File: src/hdl/lrup_pkg.sv
package lrup_pkg;

	localparam int FRAMES     = 8;
	localparam int PAGE_BITS  = 16;
	localparam int COUNT_BITS = 32;
	localparam int CFG_BITS   = 4;
	localparam int SLOT_OUT_BITS = 3;
	localparam int SLOT_BITS  = (FRAMES > 1) ? $clog2(FRAMES) : 1;
	localparam int RANK_BITS  = SLOT_BITS;
	localparam logic [CFG_BITS-1:0] FRAMES_RESET = CFG_BITS'(8);
	localparam logic [RANK_BITS-1:0] RANK_MAX = RANK_BITS'(FRAMES - 1);
	localparam logic [COUNT_BITS-1:0] COUNT_MAX = {COUNT_BITS{1'b1}};

	typedef enum logic [1:0] {
		ST_IDLE,
		ST_LOOKUP,
		ST_UPDATE
	} lrup_state_t;

	typedef struct packed {
		logic load;
		logic lookup;
		logic update;
	} lrup_cmd_t;

endpackage

File: src/hdl/lrup_ctrl.sv
module lrup_ctrl (
	input  logic              clk,
	input  logic              arst_n,
	input  logic              start,
	output logic              busy,
	output lrup_pkg::lrup_cmd_t cmd
);
	import lrup_pkg::*;

	lrup_state_t state_q;
	lrup_state_t state_nxt;

	always_ff @(posedge clk or negedge arst_n) begin
		if (!arst_n) begin
			state_q <= ST_IDLE;
		end else begin
			state_q <= state_nxt;
		end
	end

	always_comb begin
		state_nxt = state_q;
		case (state_q)
			ST_IDLE: begin
				if (start) begin
					state_nxt = ST_LOOKUP;
				end
			end
			ST_LOOKUP: begin
				state_nxt = ST_UPDATE;
			end
			ST_UPDATE: begin
				if (start) begin
					state_nxt = ST_LOOKUP;
				end else begin
					state_nxt = ST_IDLE;
				end
			end
			default: begin
				state_nxt = ST_IDLE;
			end
		endcase
	end

	always_comb begin
		busy       = 1'b0;
		cmd.load   = 1'b0;
		cmd.lookup = 1'b0;
		cmd.update = 1'b0;
		case (state_q)
			ST_IDLE: begin
				cmd.load = start;
			end
			ST_LOOKUP: begin
				busy       = 1'b1;
				cmd.lookup = 1'b1;
			end
			ST_UPDATE: begin
				cmd.load   = start;
				cmd.update = 1'b1;
			end
			default: begin
				busy = 1'b0;
			end
		endcase
	end

endmodule

File: src/hdl/lrup_datapath.sv
module lrup_datapath (
	input  logic                                 clk,
	input  logic                                 arst_n,
	input  lrup_pkg::lrup_cmd_t                  cmd,
	input  logic                                 cfg_we,
	input  logic [lrup_pkg::CFG_BITS-1:0]        cfg_wdata,
	input  logic [lrup_pkg::PAGE_BITS-1:0]       page,
	input  logic                                 first_access,
	input  logic                                 last_access,
	output logic                                 res_valid,
	output logic                                 hit,
	output logic [lrup_pkg::SLOT_OUT_BITS-1:0]   frame_slot,
	output logic [lrup_pkg::COUNT_BITS-1:0]      fault_count,
	output logic                                 done_res
);
	import lrup_pkg::*;

	logic [CFG_BITS-1:0]   frames_q;
	logic [PAGE_BITS-1:0]  page_q;
	logic                  first_q;
	logic                  last_q;

	logic [PAGE_BITS-1:0]  resident_q [FRAMES];
	logic [FRAMES-1:0]     valid_q;
	logic [RANK_BITS-1:0]  rank_q [FRAMES];
	logic [COUNT_BITS-1:0] count_q;

	logic                  hit_s1;
	logic [SLOT_BITS-1:0]  slot_s1;
	logic [RANK_BITS-1:0]  hit_rank_s1;

	logic                  hit_q;
	logic [SLOT_BITS-1:0]  slot_q;
	logic [COUNT_BITS-1:0] fault_q;
	logic                  done_q;
	logic                  res_valid_q;

	logic [FRAMES-1:0]     in_use;
	logic [FRAMES-1:0]     eff_valid;
	logic [RANK_BITS-1:0]  eff_rank [FRAMES];
	logic [FRAMES-1:0]     match;
	logic                  any_match;
	logic [SLOT_BITS-1:0]  match_slot;
	logic                  any_empty;
	logic [SLOT_BITS-1:0]  empty_slot;
	logic [RANK_BITS-1:0]  best_rank;
	logic [SLOT_BITS-1:0]  victim_slot;
	logic [SLOT_BITS-1:0]  sel_slot;

	logic [RANK_BITS-1:0]  rank_nxt [FRAMES];
	logic [FRAMES-1:0]     valid_nxt;
	logic [COUNT_BITS-1:0] count_base;
	logic [COUNT_BITS-1:0] count_nxt;

	always_comb begin
		for (int i = 0; i < FRAMES; i++) begin
			in_use[i]    = (i == 0) || (int'(frames_q) > i);
			eff_valid[i] = valid_q[i] & ~first_q;
			eff_rank[i]  = first_q ? '0 : rank_q[i];
			match[i]     = in_use[i] & eff_valid[i] & (resident_q[i] == page_q);
		end
	end

	always_comb begin
		any_match  = 1'b0;
		match_slot = '0;
		any_empty  = 1'b0;
		empty_slot = '0;
		for (int i = FRAMES - 1; i >= 0; i--) begin
			if (match[i]) begin
				any_match  = 1'b1;
				match_slot = SLOT_BITS'(i);
			end
			if (in_use[i] && !eff_valid[i]) begin
				any_empty  = 1'b1;
				empty_slot = SLOT_BITS'(i);
			end
		end
	end

	always_comb begin
		best_rank   = '0;
		victim_slot = '0;
		for (int i = 0; i < FRAMES; i++) begin
			if (in_use[i] && (eff_rank[i] > best_rank)) begin
				best_rank   = eff_rank[i];
				victim_slot = SLOT_BITS'(i);
			end
		end
	end

	always_comb begin
		if (any_match) begin
			sel_slot = match_slot;
		end else if (any_empty) begin
			sel_slot = empty_slot;
		end else begin
			sel_slot = victim_slot;
		end
	end

	always_comb begin
		for (int i = 0; i < FRAMES; i++) begin
			rank_nxt[i]  = eff_rank[i];
			valid_nxt[i] = eff_valid[i];
			if (SLOT_BITS'(i) == slot_s1) begin
				rank_nxt[i] = '0;
				if (!hit_s1) begin
					valid_nxt[i] = 1'b1;
				end
			end else if (in_use[i] && eff_valid[i] && (eff_rank[i] < RANK_MAX)
				&& (!hit_s1 || (eff_rank[i] < hit_rank_s1))) begin
				rank_nxt[i] = eff_rank[i] + RANK_BITS'(1);
			end
		end
		count_base = first_q ? '0 : count_q;
		if (!hit_s1 && (count_base != COUNT_MAX)) begin
			count_nxt = count_base + COUNT_BITS'(1);
		end else begin
			count_nxt = count_base;
		end
	end

	always_ff @(posedge clk or negedge arst_n) begin
		if (!arst_n) begin
			frames_q <= FRAMES_RESET;
		end else if (cfg_we) begin
			frames_q <= cfg_wdata;
		end
	end

	always_ff @(posedge clk) begin
		if (cmd.load) begin
			page_q  <= page;
			first_q <= first_access;
			last_q  <= last_access;
		end
		if (cmd.lookup) begin
			hit_s1      <= any_match;
			slot_s1     <= sel_slot;
			hit_rank_s1 <= eff_rank[sel_slot];
		end
		if (cmd.update) begin
			if (!hit_s1) begin
				resident_q[slot_s1] <= page_q;
			end
			hit_q   <= hit_s1;
			slot_q  <= slot_s1;
			fault_q <= count_nxt;
			done_q  <= last_q;
		end
	end

	always_ff @(posedge clk or negedge arst_n) begin
		if (!arst_n) begin
			valid_q     <= '0;
			count_q     <= '0;
			res_valid_q <= 1'b0;
			for (int i = 0; i < FRAMES; i++) begin
				rank_q[i] <= '0;
			end
		end else begin
			res_valid_q <= cmd.update;
			if (cmd.update) begin
				valid_q <= valid_nxt;
				count_q <= count_nxt;
				for (int i = 0; i < FRAMES; i++) begin
					rank_q[i] <= rank_nxt[i];
				end
			end
		end
	end

	assign res_valid   = res_valid_q;
	assign hit         = hit_q;
	assign frame_slot  = SLOT_OUT_BITS'(slot_q);
	assign fault_count = fault_q;
	assign done_res    = done_q;

endmodule

File: src/hdl/lru_page_replacement_top.sv
// A request accepted by the controller goes through the lookup and update steps;
// its result is registered on the outputs for one cycle, marked by res_valid.
// A new request can be accepted during the update step of the previous one.
// The receiver cannot stall, so results are never held back.
// Reset clears all frames, ranks and the fault count, and sets eight frames.
module lru_page_replacement_top (
	input  logic                                 clk,
	input  logic                                 arst_n,
	input  logic                                 start,
	output logic                                 busy,
	input  logic [lrup_pkg::PAGE_BITS-1:0]       page,
	input  logic                                 first_access,
	input  logic                                 last_access,
	input  logic                                 cfg_we,
	input  logic [lrup_pkg::CFG_BITS-1:0]        cfg_wdata,
	output logic                                 res_valid,
	output logic                                 hit,
	output logic [lrup_pkg::SLOT_OUT_BITS-1:0]   frame_slot,
	output logic [lrup_pkg::COUNT_BITS-1:0]      fault_count,
	output logic                                 done_res
);
	import lrup_pkg::*;

	lrup_cmd_t cmd;

	lrup_ctrl u_ctrl (
		.clk    (clk),
		.arst_n (arst_n),
		.start  (start),
		.busy   (busy),
		.cmd    (cmd)
	);

	lrup_datapath u_datapath (
		.clk          (clk),
		.arst_n       (arst_n),
		.cmd          (cmd),
		.cfg_we       (cfg_we),
		.cfg_wdata    (cfg_wdata),
		.page         (page),
		.first_access (first_access),
		.last_access  (last_access),
		.res_valid    (res_valid),
		.hit          (hit),
		.frame_slot   (frame_slot),
		.fault_count  (fault_count),
		.done_res     (done_res)
	);

endmodule

File: config.mk
export PLATFORM = sky130hd
export DESIGN_NAME = lru_page_replacement_top
export DESIGN_NICKNAME = d
export VERILOG_FILES = /design/src/hdl/lrup_pkg.sv /design/src/hdl/lrup_ctrl.sv /design/src/hdl/lrup_datapath.sv /design/src/hdl/lru_page_replacement_top.sv
export SDC_FILE = /design/constraint.sdc
export NUM_CORES = 1
export LEC_CHECK = 0
export BUFFER_PORTS_ARGS = -buffer_cell sky130_fd_sc_hd__buf_2
export CAP_MARGIN = 40
export CORE_MARGIN = 1.5
export CORE_UTILIZATION = 58
export CTS_CLUSTER_DIAMETER = 80
export DETAILED_ROUTE_END_ITERATION = 16
export PLACE_DENSITY = 0.85
export SLEW_MARGIN = 15
export SYNTH_ARGS = -nofsm -noshare
export SYNTH_HDL_FRONTEND = slang
export SYNTH_SLANG_ARGS = --single-unit
File: constraint.sdc
create_clock -name clk -period 19.3 [get_ports clk]
set_clock_uncertainty 0.05 [all_clocks]
set_input_delay 2.895 -clock clk [delete_from_list [all_inputs] [get_ports clk]]
set_output_delay 2.895 -clock clk [all_outputs]
set_load 0.02 [all_outputs]
; Word-level counts from Yosys, hierarchy flattened
; Memories as Yosys holds them, arrays and structs flattened.
; Cells that the tools add are included.
[op_classes]
n_mux = 102
add_sub_neg = 9
n_lt_le_gt_ge = 32
reduce_logical = 57
n_bitwise = 25
n_eq_ne = 19
[op_table]
columns = cell, count
row1 = $mux 3, 55
row2 = $eq 16x16->1, 8
row3 = $mux 32, 2
row4 = $mux 1, 40
row5 = $logic_and 1x1->1, 38
row6 = $add 32x1->32 const B, 1
row7 = $ne 32x32->1 const B, 1
row8 = $add 3x1->3 const B, 8
row9 = $lt 3x3->1, 8
row10 = $lt 3x3->1 const B, 8
row11 = $and 1x1->1, 23
row12 = $gt 3x3->1, 7
row13 = $gt 4x3->1 const B, 4
row14 = $eq 3x3->1 const A, 4
row15 = $bmux 3 s3, 1
row16 = $gt 4x2->1 const B, 2
row17 = $logic_not 1->1, 8
row18 = $logic_or 1x1->1, 8
row19 = $eq 2x3->1 const A, 2
row20 = $mux 2, 3
row21 = $pmux 2 s3, 1
row22 = $ge 4x4->1 const B, 1
row23 = $gt 4x1->1 const B, 1
row24 = $not 3->4, 1
row25 = 9 further kinds, 9
[word_totals]
ff_bits = 133
output_inout_bits = 39
memories = 1
ramBits = 128
wordCells = 268
inputBits = 26
[mem_list]
columns = memory, words, width, read_ports, rd_clocked_by_memory_dff, wr, line
row1 = u_datapath.resident_q, 8, 16, 8, 0, 1, lrup_datapath.sv:23  ; logic [PAGE_BITS-1:0] resident_q [FRAMES];

; Depth between registers and ports, before layout
[depth]
word_depth = 30
mapped_depth = 57
ltp_nobuf = 54

; Hierarchy
; Synthesis repeated with hierarchy kept, for this count alone.
[hier_totals]
cells_unflattened = 1157
area_unflattened_um2 = 13474.2
[modules_own_cells]
columns = mod, cells_per_inst, area_per_inst_um2, n_inst, seq_area_each_um2
row1 = lrup_datapath, 1149, 13384.1, 1, 7433.4
row2 = lrup_ctrl, 8, 90.1, 1, 50.0

; Worst setup path after synthesis
; No wires, ideal clock.
[synth_path]
path_type = flip-flop to flip-flop
start = register u_datapath.first_q
end = register u_datapath.hit_rank_s1[2] (data pin)
setup_slack_ns = 8.573
path_buffers = 3
required_time_ns = 18.994
period_less_slack_ns = 10.727
arrival_ns = 10.420
stages_incl_launch_ff = 54
setup_time_ns = 0.256
path_cell_list = edfxtp_1 -> buf_6 -> inv_2 -> clkbuf_1 -> nand2_1 -> ha_1 -> o22ai_1 -> a221oi_4 -> nor2_1 -> mux2i_1 -> ha_1 -> nor3b_1 -> o41ai_2 -> o21ai_1 -> a31oi_1 -> mux2_4 -> ha_1 -> o31ai_1 -> [... 18 more ...] -> a21oi_1 -> ha_1 -> a21o_1 -> a21oi_1 -> a311oi_1 -> mux2_2 -> ha_1 -> nor2b_1 -> o21ai_0 -> nand2b_1 -> a311oi_1 -> nand2_1 -> a31oi_1 -> o211ai_2 -> a21oi_4 -> mux2_1 -> o22ai_1 -> nor2_1
[synth_between]
elab_chain_len = 30
word_cells_on_any_way = 113
cone_classes = 8 x order compare / 59 x mux / 25 x bitwise / 21 x reduce/logical
[synth_lines]
columns = item, line
row1 = from (decl), lrup_datapath.sv:20  ; logic first_q;
row2 = from (signal assigned), lrup_datapath.sv:135  ; first_q <= first_access;
row3 = $mux 3, lrup_datapath.sv:59  ; eff_rank[i] = first_q ? '0 : rank_q[i];
row4 = $gt 3x1->1, lrup_datapath.sv:85  ; if (in_use[i] && (eff_rank[i] > best_rank)) begin
row5 = $mux 3, lrup_datapath.sv:85
row6 = $gt 3x3->1, lrup_datapath.sv:85
row7 = $logic_and 1x1->1, lrup_datapath.sv:85
row8 = $mux 3, lrup_datapath.sv:85
row9 = $gt 3x3->1, lrup_datapath.sv:85
row10 = $logic_and 1x1->1, lrup_datapath.sv:85
row11 = [... 13 more ...], -
row12 = $gt 3x3->1, lrup_datapath.sv:85
row13 = $logic_and 1x1->1, lrup_datapath.sv:85
row14 = $mux 3, lrup_datapath.sv:85
row15 = $mux 3, lrup_datapath.sv:95  ; end else if (any_empty) begin
row16 = $mux 3, lrup_datapath.sv:93  ; if (any_match) begin
row17 = $not 3->4 (not written as such), lrup_datapath.sv:141  ; hit_rank_s1 <= eff_rank[sel_slot];
row18 = $bmux 3 s3 *, lrup_datapath.sv:141
row19 = $mux 3 (not written as such) * (2 in a row), lrup_datapath.sv:141
row20 = to (signal assigned), lrup_datapath.sv:141
row21 = to (decl), lrup_datapath.sv:30  ; logic [RANK_BITS-1:0] hit_rank_s1;
; Every way passes the cells marked *; elsewhere a longest branch is shown, timed or not. The select of a mux whose other input is x is not followed.
; A chain may end at the register's enable or synchronous reset.

; Final worst setup path
[layout_path]
start = register u_datapath.first_q
end = register u_datapath.hit_rank_s1[1] (data pin)
; Same word-level chain as after synthesis.

==> metrics <==
first-pass GRT wire length=49110 um; post-CTS setup buffers=0; Total Nets Final=1298; # Max-Cap Violations=0; total CTS buffers=25; Fill cells=1604; DP Cell Count=1495; Final setup viols=0; routing usage on met2=between 40 and 50%; Final Wtd Congestion=between 0.9 and 1; largest area contributor in the synthesized netlist=edfxtp_1; CTS tree=yes; worst min-delay path class=flop to flop; IO buf count=64; Ports=65; slowest CP cell=a311oi_1; synthesis warning total=0; Root Driver=clkbuf_16; Iter 0 DRT Violations=885; DR pass1 iterations=5; # diodes=0; crit-path max FO=27; Gate Count Post-Synth=1179; RSZ-0062 raised after global routing=false; initial antenna violation count=0; via count=approximately 9500; critical path type=flop to flop; flop2flop setup slack=between 6 and 7 ns; WL final=slightly above 30000 um; Async SR Flop Fraction=between 20% and 30%; Syn Nets=1238; worst skew pair latency=0.54 ns; CP endpoint kind=flop; commonest cells after routing, fill and taps aside=edfxtp_1 (190), nand2_1 (147), xor2_1 (109), nor2_1 (77), dfrtp_1 (70); global route overflow=0; PostCTS Resize Cnt=0; maximum VDD drop=0.00008035 V; GR Util met1=around 34%; CP required=about 20 ns; Post-synth EDFFs=190; fin crit period=between 10 and 15 ns; post-synthesis sequential area ratio=56.00%; Synth Flop Type=edfxtp_1; CTS Hold Bufs=0; Avg WL per Cell=19.83 um; area of the core=0.02264 mm^2; commonest non-fill, non-tap cell in the layout=edfxtp_1; fin util=approximately 65%; post-synthesis sequential element count=261; Gate power share=under 10%; post-DP HPWL=20300 um; final worst path period share=between 60% and 70%; Max clock buf depth=3; outcome=complete, no violations; clk sinks=261; row cnt=55; most used cell, CP=ha_1; NetSw=0.2963 mW; area of the die=0.02396 mm^2; GRT Overall Usage=between 20 and 30%; Critical Path AT=12.57 ns; die height=154.8 um; syn avg cell area=roughly 11 um^2; leakage=around 6 nW; busiest grt layer=met2; top cells by area in the synthesized netlist=edfxtp_1 (43%), dfrtp_1 (13%), xor2_1 (7.1%); Rel. slew slack=40.16%; Synth top area share=between 40% and 50%; M3 GR Usage=between 3 and 4%; Synth-to-Final Area Change=10.87%; Final Max Slew Viols=0; clk slew on worst S/H paths=0.07 ns; Yosys cell types=80; DRT antenna net count=0; Initial Utilization=59.03%; Die X=154.8 um; drc violations=0; Fin Setup TNS=0 ns; Switching Fraction=23.66%; power share of the clock group=40.1%; H-tree depth=1; largest net degree at the start of global routing=86; vias in the first global route=9457; Vias/cell=6.173; Int Power=0.9561 mW; Highest Clock Rate=81.11 MHz; Mapped Area=roughly 0.013 mm^2; critical path's largest stage delay=0.61 ns; register share of total power=51.4%; Power Density=84.53 mW/mm^2; layout cells sized above 1=between 10 and 15%; CP Launch Type=flop; Non-Filler Instances=1541; final hold vios=0; Slew @ Worst Pin=0.8975 ns
[sequential cells by signal, indices dropped and copies added, names as in the netlist, 2 cells and up]
register / count
u_datapath.resident_q: 128
u_datapath.count_q: 32
u_datapath.fault_count: 32
u_datapath.rank_q: 24
u_datapath.page_q: 16
u_datapath.valid_q: 8
u_datapath.frames_q: 4
u_datapath.frame_slot: 3
u_datapath.hit_rank_s1: 3
u_datapath.slot_s1: 3
u_ctrl.state_q: 2
[metrics by stage]
step                      total power, mW  instance area, um^2  hold WS, ns  setup WS (ns)
after CTS                           1.256                14790       0.3911          7.131
after global placement             0.7533                13910       0.3513          7.509
after detailed placement           0.7588                13950       0.3765          7.155
after floorplan                    0.7230                13360       0.3503          8.573
after global routing                1.290                14820       0.4010          6.000
final                               1.252                14820       0.3943          6.971
[worst max-delay path, delay by kind of cell, from the launching register on]
family	cells	cell delay [ns]
AOI/OAI and AO/OA	22	4.86
buffers and inverters	1	0.50
and+or+nand+nor	13	1.75
muxes	6	2.06
adders and majority gates	8	2.27
DFF	1	0.58
[cells in the mapped netlist (all sizes together), types with 2 or more instances]
cell type,n
edfxtp,190
nand2,147
xor2,109
nor2,79
dfrtp,70
xnor2,52
a21oi,44
o21ai,43
inv,41
nor4,34
ha,33
nand3,31
buf,29
o31ai,26
nor2b,25
nand4,22
clkbuf,19
a21o,18
nand2b,18
nor3,17
mux2i,14
o22ai,14
mux2,12
and3,8
a31oi,7
o21a,7
o41ai,6
and4,5
o211ai,5
a21boi,4
nor3b,4
a22o,3
a311oi,3
or2,3
a211oi,2
a22oi,2
a311o,2
nand3b,2
o21bai,2
o32ai,2
or3,2
or4,2
[power groups by stage]
stage	logic [mW]	registers, mW	clock network, mW
2_1_floorplan	0.0766	0.646	0
3_3_place_gp	0.0987	0.655	0
3_5_place_dp	0.103	0.656	0
4_1_cts	0.104	0.645	0.508
5_1_grt	0.117	0.646	0.528
6_report	0.106	0.644	0.502
[path summary, 6_finish.rpt]
check	startpoint	endpoint	cells past startpoint
setup reg to reg	u_datapath.first_q	u_datapath.hit_rank_s1[1]	50
min in group asynchronous	arst_n	u_datapath.rank_q[7]	1
hold / removal	u_datapath.last_q	u_datapath.done_res	0
max in group asynchronous	arst_n	u_datapath.count_q[26]	2
setup / recovery	u_datapath.first_q	u_datapath.hit_rank_s1[1]	50
hold reg to reg	u_datapath.last_q	u_datapath.done_res	0
[layout make-up]
class / instances / area (um^2) / share of cell area (%)
repair buffers: 81 / 485.5 / 3.276
inverters: 41 / 153.9 / 1.039
multi-input cells: 829 / 5500 / 37.12
flip-flops and latches: 261 / 7483 / 50.51
clock buffers: 31 / 658.1 / 4.442
well taps: 285 / 356.6 / 2.407
clock inverters: 13 / 178.9 / 1.208
[layer usage]
| layer | vias up | share of wire, % |
|---|---|---|
| met1 | 4665 | 41 |
| met5 | - | 0 |
| met2 | 362 | 48 |
| met3 | 88 | 5.8 |
| met4 | 0 | 4.3 |
| li1 | 4398 | - |
[cells by family after synthesis]
logic type,after synthesis,share of synthesized area [%]
and+or+nand+nor,403,14.72
DFF,261,56.00
AOI/OAI and AO/OA,205,10.50
xor gates and xnor gates,161,10.55
buffers and inverters,89,2.959
adders and majority gates,34,3.165
muxes,26,2.116
Note: power is estimated with default switching activity, not from simulation.
